File: config.mk
export PLATFORM = sky130hd
export DESIGN_NAME = lane_cell_belief_update_core
export DESIGN_NICKNAME = d
export VERILOG_FILES = /design/src/rtl/core/lcbu_pkg.sv /design/src/rtl/core/lcbu_ctrl.sv /design/src/rtl/core/lcbu_dpath.sv /design/src/rtl/core/lane_cell_belief_update_core.sv
export SDC_FILE = /design/constraint.sdc
export NUM_CORES = 2
export LEC_CHECK = 0
export ABC_AREA = 1
export BUFFER_PORTS_ARGS = -buffer_cell sky130_fd_sc_hd__buf_2
export CAP_MARGIN = 0
export CORE_UTILIZATION = 60
export CTS_BUF_LIST = sky130_fd_sc_hd__clkbuf_4 sky130_fd_sc_hd__clkbuf_8
export CTS_CLUSTER_SIZE = 25
export DETAILED_ROUTE_END_ITERATION = 8
export GPL_TIMING_DRIVEN = 0
export PLACE_DENSITY = 0.77
export SKIP_LAST_GASP = 1
export SYNTH_ARGS = -nofsm -noshare
export SYNTH_HDL_FRONTEND = slang
export SYNTH_HIERARCHICAL = 1
export SYNTH_SLANG_ARGS = --single-unit
File: constraint.sdc
create_clock -name clock -period 16.1 [get_ports clock]
set_input_delay 0 -clock clock [delete_from_list [all_inputs] [get_ports clock]]
set_output_delay 0 -clock clock [all_outputs]
set_load 0.01 [all_outputs]
File: src/rtl/core/lcbu_pkg.sv
// Shared types, constants and width helpers for the lane cell belief update block.
package lcbu_pkg;

   localparam int NUM_CELLS            = 7;
   localparam int IDX_W                = $clog2(NUM_CELLS);
   localparam int CELL_W               = 16;
   localparam int HIT_W                = 16;
   localparam int HIT_FRAC_BITS        = 12;
   localparam int DEF_BELIEF_FRAC_BITS = 15;
   localparam int REQ_DATA_W           = 8;
   localparam int RSP_DATA_W           = NUM_CELLS * CELL_W;
   localparam logic [HIT_W-1:0] HIT_RESET = 16'd4096;

   typedef enum logic [2:0] {
      ST_IDLE,
      ST_SQR,
      ST_RINIT,
      ST_ROOT,
      ST_DINIT,
      ST_DIV,
      ST_STORE,
      ST_DONE
   } state_type;

   // Commands from the controller to the datapath.
   typedef struct packed {
      logic             load;
      logic             sq_step;
      logic             root_init;
      logic             root_step;
      logic             div_init;
      logic             div_step;
      logic             store;
      logic             out_load;
      logic [IDX_W-1:0] idx;
   } cmd_type;

   // Width of the integer square root of the sum of squares.
   function automatic int root_width(input int frac_bits);
      return frac_bits + 7;
   endfunction

   // Divide steps per quotient, at two quotient bits per cycle.
   function automatic int div_steps(input int frac_bits);
      return (frac_bits + 2) / 2;
   endfunction

   function automatic int cnt_width(input int frac_bits);
      return $clog2(root_width(frac_bits) + 1);
   endfunction

   // Cells that receive the hit weight, indexed by {left, center, right}.
   function automatic logic [NUM_CELLS-1:0] hit_mask(input logic [2:0] pattern);
      logic [NUM_CELLS-1:0] m;
      unique case (pattern)
         3'd0:    m = 7'h41;
         3'd1:    m = 7'h1F;
         3'd2:    m = 7'h2A;
         3'd3:    m = 7'h1E;
         3'd4:    m = 7'h7C;
         3'd5:    m = 7'h14;
         3'd6:    m = 7'h3C;
         default: m = 7'h08;
      endcase
      return m;
   endfunction

endpackage

File: src/rtl/core/lcbu_ctrl.sv
// Sequencer for one update: square-accumulate, square root, per-cell divide, output.
module lcbu_ctrl #(
   parameter int BELIEF_FRAC_BITS = lcbu_pkg::DEF_BELIEF_FRAC_BITS
) (
   input  logic              clock,
   input  logic              reset,
   input  logic              req_tvalid,
   output logic              req_tready,
   output logic              rsp_tvalid,
   input  logic              rsp_tready,
   output lcbu_pkg::cmd_type cmd
);

   localparam int RW = lcbu_pkg::root_width(BELIEF_FRAC_BITS);
   localparam int DC = lcbu_pkg::div_steps(BELIEF_FRAC_BITS);
   localparam int CW = lcbu_pkg::cnt_width(BELIEF_FRAC_BITS);
   localparam int IW = lcbu_pkg::IDX_W;

   lcbu_pkg::state_type state_ff, state_in;
   logic [CW-1:0]       cnt_ff, cnt_in;
   logic [IW-1:0]       cell_ff, cell_in;
   logic                rsp_valid_ff, rsp_valid_in;
   logic                out_free;

   assign out_free   = !rsp_valid_ff || rsp_tready;
   assign rsp_tvalid = rsp_valid_ff;

   always_comb begin
      state_in = state_ff;
      cnt_in   = cnt_ff;
      cell_in  = cell_ff;
      unique case (state_ff)
         lcbu_pkg::ST_IDLE: begin
            cnt_in  = '0;
            cell_in = '0;
            if (req_tvalid) begin
               state_in = lcbu_pkg::ST_SQR;
            end
         end
         lcbu_pkg::ST_SQR: begin
            // A final extra step drains the product register into the accumulator.
            if (cnt_ff == CW'(lcbu_pkg::NUM_CELLS)) begin
               cnt_in   = '0;
               state_in = lcbu_pkg::ST_RINIT;
            end else begin
               cnt_in = cnt_ff + 1'b1;
            end
         end
         lcbu_pkg::ST_RINIT: begin
            state_in = lcbu_pkg::ST_ROOT;
         end
         lcbu_pkg::ST_ROOT: begin
            if (cnt_ff == CW'(RW - 1)) begin
               cnt_in   = '0;
               state_in = lcbu_pkg::ST_DINIT;
            end else begin
               cnt_in = cnt_ff + 1'b1;
            end
         end
         lcbu_pkg::ST_DINIT: begin
            state_in = lcbu_pkg::ST_DIV;
         end
         lcbu_pkg::ST_DIV: begin
            if (cnt_ff == CW'(DC - 1)) begin
               cnt_in   = '0;
               state_in = lcbu_pkg::ST_STORE;
            end else begin
               cnt_in = cnt_ff + 1'b1;
            end
         end
         lcbu_pkg::ST_STORE: begin
            if (cell_ff == IW'(lcbu_pkg::NUM_CELLS - 1)) begin
               cell_in  = '0;
               state_in = lcbu_pkg::ST_DONE;
            end else begin
               cell_in  = cell_ff + 1'b1;
               state_in = lcbu_pkg::ST_DINIT;
            end
         end
         lcbu_pkg::ST_DONE: begin
            if (out_free) begin
               state_in = lcbu_pkg::ST_IDLE;
            end
         end
         default: begin
            state_in = lcbu_pkg::ST_IDLE;
         end
      endcase
   end

   always_comb begin
      cmd        = '0;
      req_tready = 1'b0;
      cmd.idx    = cell_ff;
      unique case (state_ff)
         lcbu_pkg::ST_IDLE: begin
            req_tready = 1'b1;
            cmd.load   = req_tvalid;
         end
         lcbu_pkg::ST_SQR: begin
            cmd.sq_step = 1'b1;
            cmd.idx     = cnt_ff[IW-1:0];
         end
         lcbu_pkg::ST_RINIT: begin
            cmd.root_init = 1'b1;
         end
         lcbu_pkg::ST_ROOT: begin
            cmd.root_step = 1'b1;
         end
         lcbu_pkg::ST_DINIT: begin
            cmd.div_init = 1'b1;
         end
         lcbu_pkg::ST_DIV: begin
            cmd.div_step = 1'b1;
         end
         lcbu_pkg::ST_STORE: begin
            cmd.store = 1'b1;
         end
         lcbu_pkg::ST_DONE: begin
            cmd.out_load = out_free;
         end
         default: begin
            cmd = '0;
         end
      endcase
   end

   always_comb begin
      rsp_valid_in = rsp_valid_ff;
      if (cmd.out_load) begin
         rsp_valid_in = 1'b1;
      end else if (rsp_tready) begin
         rsp_valid_in = 1'b0;
      end
   end

   always_ff @(posedge clock) begin
      if (reset) begin
         state_ff     <= lcbu_pkg::ST_IDLE;
         cnt_ff       <= '0;
         cell_ff      <= '0;
         rsp_valid_ff <= 1'b0;
      end else begin
         state_ff     <= state_in;
         cnt_ff       <= cnt_in;
         cell_ff      <= cell_in;
         rsp_valid_ff <= rsp_valid_in;
      end
   end

   a_out_load_free: assert property (@(posedge clock) disable iff (reset)
      cmd.out_load |-> (!rsp_valid_ff || rsp_tready))
      else $error("output register loaded while a beat is still pending");

   a_out_load_valid: assert property (@(posedge clock) disable iff (reset)
      cmd.out_load |=> rsp_tvalid)
      else $error("loaded result not presented");

   a_cell_range: assert property (@(posedge clock) disable iff (reset)
      cell_ff <= IW'(lcbu_pkg::NUM_CELLS - 1))
      else $error("cell index out of range");

   a_one_command: assert property (@(posedge clock) disable iff (reset)
      $onehot0({cmd.load, cmd.sq_step, cmd.root_init, cmd.root_step,
                cmd.div_init, cmd.div_step, cmd.store, cmd.out_load}))
      else $error("more than one datapath command at once");

endmodule

File: src/rtl/core/lcbu_dpath.sv
// Belief storage, squaring accumulator, bit-serial square root and radix-4 divider.
module lcbu_dpath #(
   parameter int BELIEF_FRAC_BITS = lcbu_pkg::DEF_BELIEF_FRAC_BITS
) (
   input  logic                                clock,
   input  logic                                reset,
   input  lcbu_pkg::cmd_type                   cmd,
   input  logic [2:0]                          flags,
   input  logic                                hit_wr,
   input  logic [lcbu_pkg::HIT_W-1:0]          hit_wdata,
   output logic [lcbu_pkg::RSP_DATA_W-1:0]     rsp_data
);

   localparam int F   = BELIEF_FRAC_BITS;
   localparam int N   = lcbu_pkg::NUM_CELLS;
   localparam int IW  = lcbu_pkg::IDX_W;
   localparam int CW  = lcbu_pkg::CELL_W;
   localparam int BW  = F + 1;
   localparam int SW  = F + 5;
   localparam int PW  = 2 * SW;
   localparam int AW  = PW + 3;
   localparam int RW  = lcbu_pkg::root_width(F);
   localparam int DRW = RW + 1;
   localparam int DQ  = 2 * lcbu_pkg::div_steps(F);
   localparam int HSL = (F >= lcbu_pkg::HIT_FRAC_BITS) ? F - lcbu_pkg::HIT_FRAC_BITS : 0;
   localparam int HSR = (F >= lcbu_pkg::HIT_FRAC_BITS) ? 0 : lcbu_pkg::HIT_FRAC_BITS - F;
   localparam longint unsigned ONE_L   = 64'd1 << F;
   localparam longint unsigned FLOOR_L = ONE_L / 10000;
   localparam longint unsigned RESET_L = (ONE_L * 1428) / 10000;
   localparam logic [BW-1:0] ONE_Q   = BW'(ONE_L);
   localparam logic [BW-1:0] FLOOR_Q = BW'(FLOOR_L);
   localparam logic [BW-1:0] RESET_Q = BW'(RESET_L);

   logic [lcbu_pkg::HIT_W-1:0] hit_ff;
   logic [BW-1:0]              belief_ff [N];
   logic [SW-1:0]              sum_ff    [N];
   logic [PW-1:0]              prod_ff;
   logic [AW-1:0]              acc_ff;
   logic [2*RW-1:0]            rad_ff;
   logic [RW+1:0]              srem_ff;
   logic [RW-1:0]              root_ff;
   logic [DRW-1:0]             drem_ff;
   logic [DQ-1:0]              quo_ff;
   logic [CW*N-1:0]            rsp_data_ff;

   logic [N-1:0]   mask;
   logic [63:0]    hit_wide;
   logic [SW-1:0]  hit_al;
   logic [SW-1:0]  sum_in [N];
   logic [SW-1:0]  sum_sel;
   logic [PW-1:0]  prod_in;
   logic [RW+1:0]  rem_sh, trial;
   logic           sq_ge;
   logic [DRW-1:0] norm_x, r1, r2;
   logic           b1, b2;
   logic [DQ-1:0]  q_shift;
   logic [BW-1:0]  q_sat, new_belief;
   logic           keep;

   assign mask     = lcbu_pkg::hit_mask(flags);
   assign hit_wide = (64'(hit_ff) << HSL) >> HSR;
   assign hit_al   = hit_wide[SW-1:0];

   always_comb begin
      for (int i = 0; i < N; i++) begin
         sum_in[i] = SW'(belief_ff[i]) + (mask[i] ? hit_al : '0);
      end
   end

   assign sum_sel = sum_ff[cmd.idx];
   assign prod_in = PW'(sum_sel) * PW'(sum_sel);

   // Square root: one result bit per cycle, two radicand bits enter each step.
   assign rem_sh = {srem_ff[RW-1:0], rad_ff[2*RW-1 -: 2]};
   assign trial  = {root_ff, 2'b01};
   assign sq_ge  = rem_sh >= trial;

   // Division: two restoring steps per cycle; the remainder stays below twice the norm.
   assign norm_x = DRW'(root_ff);
   assign b1     = drem_ff >= norm_x;
   assign r1     = (b1 ? drem_ff - norm_x : drem_ff) << 1;
   assign b2     = r1 >= norm_x;
   assign r2     = (b2 ? r1 - norm_x : r1) << 1;

   // A padding quotient bit is dropped when the bit count is odd.
   assign q_shift    = quo_ff >> (DQ - BW);
   assign q_sat      = (q_shift > DQ'(ONE_Q)) ? ONE_Q : q_shift[BW-1:0];
   assign keep       = (sum_sel > SW'(FLOOR_Q)) && (root_ff != '0);
   assign new_belief = keep ? q_sat : FLOOR_Q;

   always_ff @(posedge clock) begin
      if (reset) begin
         hit_ff <= lcbu_pkg::HIT_RESET;
         for (int i = 0; i < N; i++) begin
            belief_ff[i] <= RESET_Q;
         end
      end else begin
         if (hit_wr) begin
            hit_ff <= hit_wdata;
         end
         if (cmd.store) begin
            belief_ff[cmd.idx] <= new_belief;
         end
      end
   end

   always_ff @(posedge clock) begin
      if (cmd.load) begin
         for (int i = 0; i < N; i++) begin
            sum_ff[i] <= sum_in[i];
         end
         prod_ff <= '0;
         acc_ff  <= '0;
      end
      if (cmd.sq_step) begin
         // The drain cycle points past the last cell and feeds a zero product.
         prod_ff <= (cmd.idx < IW'(N)) ? prod_in : '0;
         acc_ff  <= acc_ff + AW'(prod_ff);
      end
      if (cmd.root_init) begin
         rad_ff  <= (2*RW)'(acc_ff);
         srem_ff <= '0;
         root_ff <= '0;
      end
      if (cmd.root_step) begin
         rad_ff  <= rad_ff << 2;
         srem_ff <= sq_ge ? rem_sh - trial : rem_sh;
         root_ff <= {root_ff[RW-2:0], sq_ge};
      end
      if (cmd.div_init) begin
         drem_ff <= DRW'(sum_sel);
         quo_ff  <= '0;
      end
      if (cmd.div_step) begin
         drem_ff <= r2;
         quo_ff  <= {quo_ff[DQ-3:0], b1, b2};
      end
      if (cmd.out_load) begin
         for (int i = 0; i < N; i++) begin
            rsp_data_ff[CW*i +: CW] <= CW'(belief_ff[i]);
         end
      end
   end

   assign rsp_data = rsp_data_ff;

endmodule

File: src/rtl/core/lane_cell_belief_update_core.sv
// Lane cell belief update: seven-cell histogram filter measurement step with L2 normalization.
// An accepted beat runs square-accumulate, square root and a divide for each of the seven cells,
// with RW = BELIEF_FRAC_BITS + 7 square-root steps and DC = (BELIEF_FRAC_BITS + 2) / 2 divide
// steps per cell, before its result beat is loaded into the output register.
// A new beat is taken only once the previous one is finished; a finished result waits for the
// output register and holds off the next beat.
// Reset (synchronous): belief cells go to 0.1428, the hit weight to 1.0, no result is pending.
module lane_cell_belief_update_core #(
   parameter int BELIEF_FRAC_BITS = lcbu_pkg::DEF_BELIEF_FRAC_BITS
) (
   input  logic                                clock,
   input  logic                                reset,
   input  logic                                req_tvalid,
   output logic                                req_tready,
   // left_seen [0], center_seen [1], right_seen [2], zero [7:3]
   input  logic [lcbu_pkg::REQ_DATA_W-1:0]     req_tdata,
   output logic                                rsp_tvalid,
   input  logic                                rsp_tready,
   // cell0 [15:0], cell1 [31:16], ... cell6 [111:96]
   output logic [lcbu_pkg::RSP_DATA_W-1:0]     rsp_tdata,
   input  logic                                csr_wr_en,
   input  logic [lcbu_pkg::HIT_W-1:0]          csr_wr_data
);

   lcbu_pkg::cmd_type cmd;

   lcbu_ctrl #(
      .BELIEF_FRAC_BITS(BELIEF_FRAC_BITS)
   ) u_ctrl (
      .clock     (clock),
      .reset     (reset),
      .req_tvalid(req_tvalid),
      .req_tready(req_tready),
      .rsp_tvalid(rsp_tvalid),
      .rsp_tready(rsp_tready),
      .cmd       (cmd)
   );

   lcbu_dpath #(
      .BELIEF_FRAC_BITS(BELIEF_FRAC_BITS)
   ) u_dpath (
      .clock    (clock),
      .reset    (reset),
      .cmd      (cmd),
      .flags    ({req_tdata[0], req_tdata[1], req_tdata[2]}),
      .hit_wr   (csr_wr_en),
      .hit_wdata(csr_wr_data),
      .rsp_data (rsp_tdata)
   );

endmodule

==> metrics.txt <==
status=finished, violations left; placed cell areas=~48000 um2; Core Area=around 75000 um2; final period utilization=65.1%; port buffer count=approximately 140; DRC viols=0; die area=77400 um2; post-synthesis net count=5821; I/O Pins=about 140; async set-reset flop share out of synthesis=0%; row count=100; DR WL/cell=roughly 21 um; floorplan die width=around 280 um; drt pass-1 iters=7; Pins Over Slew Limit=5; clock root buffer=clkbuf_8; antenna viol nets, final=0; failing checks=max-capacitance violations, max-slew violations; CTS tree=built; Post-synth EDFFs=about 550; initial core utilization=about three fifths; gpl congestion=1.03; post-synth cell types=61; Worst path slowest cell=o21ai_0; Avg Inst Size Synth=8.88 um2; clock skew=105 ps; worst-margin pin slew=1500 ps; CTS max path bufs=3; sequential area share after synthesis=38.4%; commonest non-fill, non-tap cell in the layout=nand2_1; largest area contributor in the netlist=edfxtp_1; Yosys top cell area share=36.4%; post-route setup TNS=0 ps; RSZ-0062 raised after global routing=no; synthesized area=45800 um2; end-of-flow core utilization=slightly below 70%; HP Class=input port to flip-flop; top post-synthesis cells by area=edfxtp_1, fa_1, ha_1; Ys Warns=6; final WL=around 140 mm; H-Tree Depth=3; Tmin final=10480 ps; GR Util All Layers=between 30 and 40%; vias per std cell=5.83; grt total ovfl=0; crit-path max FO=10; Crit path required time=16510 ps; crit path DAT=10880 ps; Final Hold Vio Count=0; TritonCTS Sinks=601; share of cells above drive strength 1=around 8.0%; most frequent CP cell=inv_1; post-layout net count=6123; total number of vias=38000; commonest cells after routing, fill and taps aside=nand2_1, inv_1, nor2_1; Inserted Clock Buffers=100; DP HPWL=108 mm; largest net degree at the start of global routing=113; crit path kind=flip-flop to flip-flop; DRT iter0 DRCs=4492; worst skew pair latency=770 ps; Hold Slack=75.9 ps; Cells after Synth=5155; first-pass GRT wire length=roughly 210 mm; Final Cell Area=50600 um2; Critical Path End Type=flip-flop; Slew headroom=-1.13%; Crit path largest cell delay=roughly 1200 ps; Worst Setup Start Kind=flip-flop; number of global-route vias before repair=37700; area grow syn2layout=10.6%; register bit total from synthesis=around 600; number of filler cells placed in the layout=6071; initial antenna violation count=3; Final setup viols=0; Max Fclk=roughly 95 MHz; Die Height=approximately 280 um; Reg clk slew, reported paths=60 ps; Max Cap Viol=1; Post-synth top flop=edfxtp_1
-- Yosys cell counts (5+ instances only) --
master    count
nor2_2        5
inv_2        12
buf_6         8
nand3b_1      8
a22o_1        5
xor2_1       98
inv_1       816
buf_4         8
o21ai_1      29
o21ai_2       5
clkinv_1      6
a21boi_0     15
nor2_1      592
nor4_1       18
nand3_2       7
a31oi_1      28
xnor2_1      67
edfxtp_1    554
ha_1        349
o31ai_1       5
fa_1        288
a211oi_1      7
mux2i_1      18
a21o_1       37
buf_1        11
o21a_1       14
buf_2        23
a21oi_1     390
nor3_1       32
nand2_1     945
o21bai_1     24
or2_2        18
nand3_1     257
dfxtp_1      47
nand2_2      22
nand4_1      46
o21ai_0     221
clkbuf_1     72
-- metal layers --
layer / vias up / share of wire [%] / GRT usage [%]
li1: 17600 / - / -
met1: 18000 / 41 / 50.1
met2: 1972 / 44 / 55.5
met3: 423 / 11 / 7.65
met4: 2 / 4.7 / 16.1
met5: - / 0.010 / 0
-- critical path: cells and delay by family (launching register included) --
kind / cells / cell delay [ps]
compound gates: 4 / 2050
xor+xnor: 1 / 100
fa+ha+maj: 8 / 3970
buf+inv: 12 / 2260
flops: 1 / 460
simple gates: 12 / 1270
-- state kept, by name, summed over array words and instances, names as in the netlist --
name / count
u_ctrl/cell_ff: 3
u_ctrl/cnt_ff: 5
u_ctrl/rsp_tvalid: 1
u_ctrl/state_ff: 3
u_dpath/acc_ff: 43
u_dpath/belief_ff: 112
u_dpath/drem_ff: 23
u_dpath/hit_ff: 16
u_dpath/prod_ff: 39
u_dpath/q_shift: 16
u_dpath/rad_ff: 44
u_dpath/root_ff: 22
u_dpath/rsp_data: 112
u_dpath/srem_ff: 22
u_dpath/sum_ff: 140
-- layout make-up --
type | instances | area, um2 | area share, %
Timing Repair Buffer | 200 | 1400 | 2.77
Inverter | 834 | 3130 | 6.19
Clock inverter | 59 | 577 | 1.14
Sequential cell | 601 | 17600 | 34.7
Buffer | 123 | 596 | 1.18
Multi-Input combinational cell | 3597 | 24500 | 48.4
Antenna cell | 2 | 5.00 | 0.00989
Tap cell | 969 | 1210 | 2.40
Clock buffer | 128 | 1610 | 3.19
-- cells by family (layout without fill, tap and decap cells) --
kind of cell               after synthesis  in the layout  share of synthesized area [%]
and+or+nand+nor                       1973           1973                           18.0
AOI/OAI and AO/OA                      804            804                           9.73
other                                    0              2                              0
xor gates and xnor gates               165            165                           3.16
buffers and inverters                  957           1344                           8.13
adders and majority gates              637            637                           22.1
DFF                                    601            601                           38.4
muxes                                   18             18                          0.394
-- per-stage QoR --
| stage | cells | setup WS [ps] |
|---|---|---|
| 3_3_place_gp | 6261 | 4350 |
| 2_1_floorplan | 5155 | 7470 |
| 3_5_place_dp | 6267 | 6020 |
| 5_1_grt | 6512 | 5100 |
| 6_report | 6513 | 5620 |
| 4_1_cts | 6510 | 5890 |
-- final timing paths --
kind	endpoint	startpoint	cells after the start	slack (ps)
worst max-delay path	u_dpath/prod_ff[24]	u_ctrl/state_ff[1]	37	5620
worst min-delay path	u_ctrl/cnt_ff[4]	reset	3	80
worst max register to register	u_dpath/prod_ff[24]	u_ctrl/state_ff[1]	37	5620
worst min register to register	u_dpath/rsp_data[17]	u_dpath/belief_ff[1][1]	0	420
-- what timing repair did --
item                                   in CTS  in global routing
setup buffers                               0                  0
endpoints found under the hold margin      78                  0
hold buffers                               56                  0
resized for setup                           0                  0
Power is not shown: default switching activity piles up to over one toggle a cycle in this logic, so the estimate is an artifact.
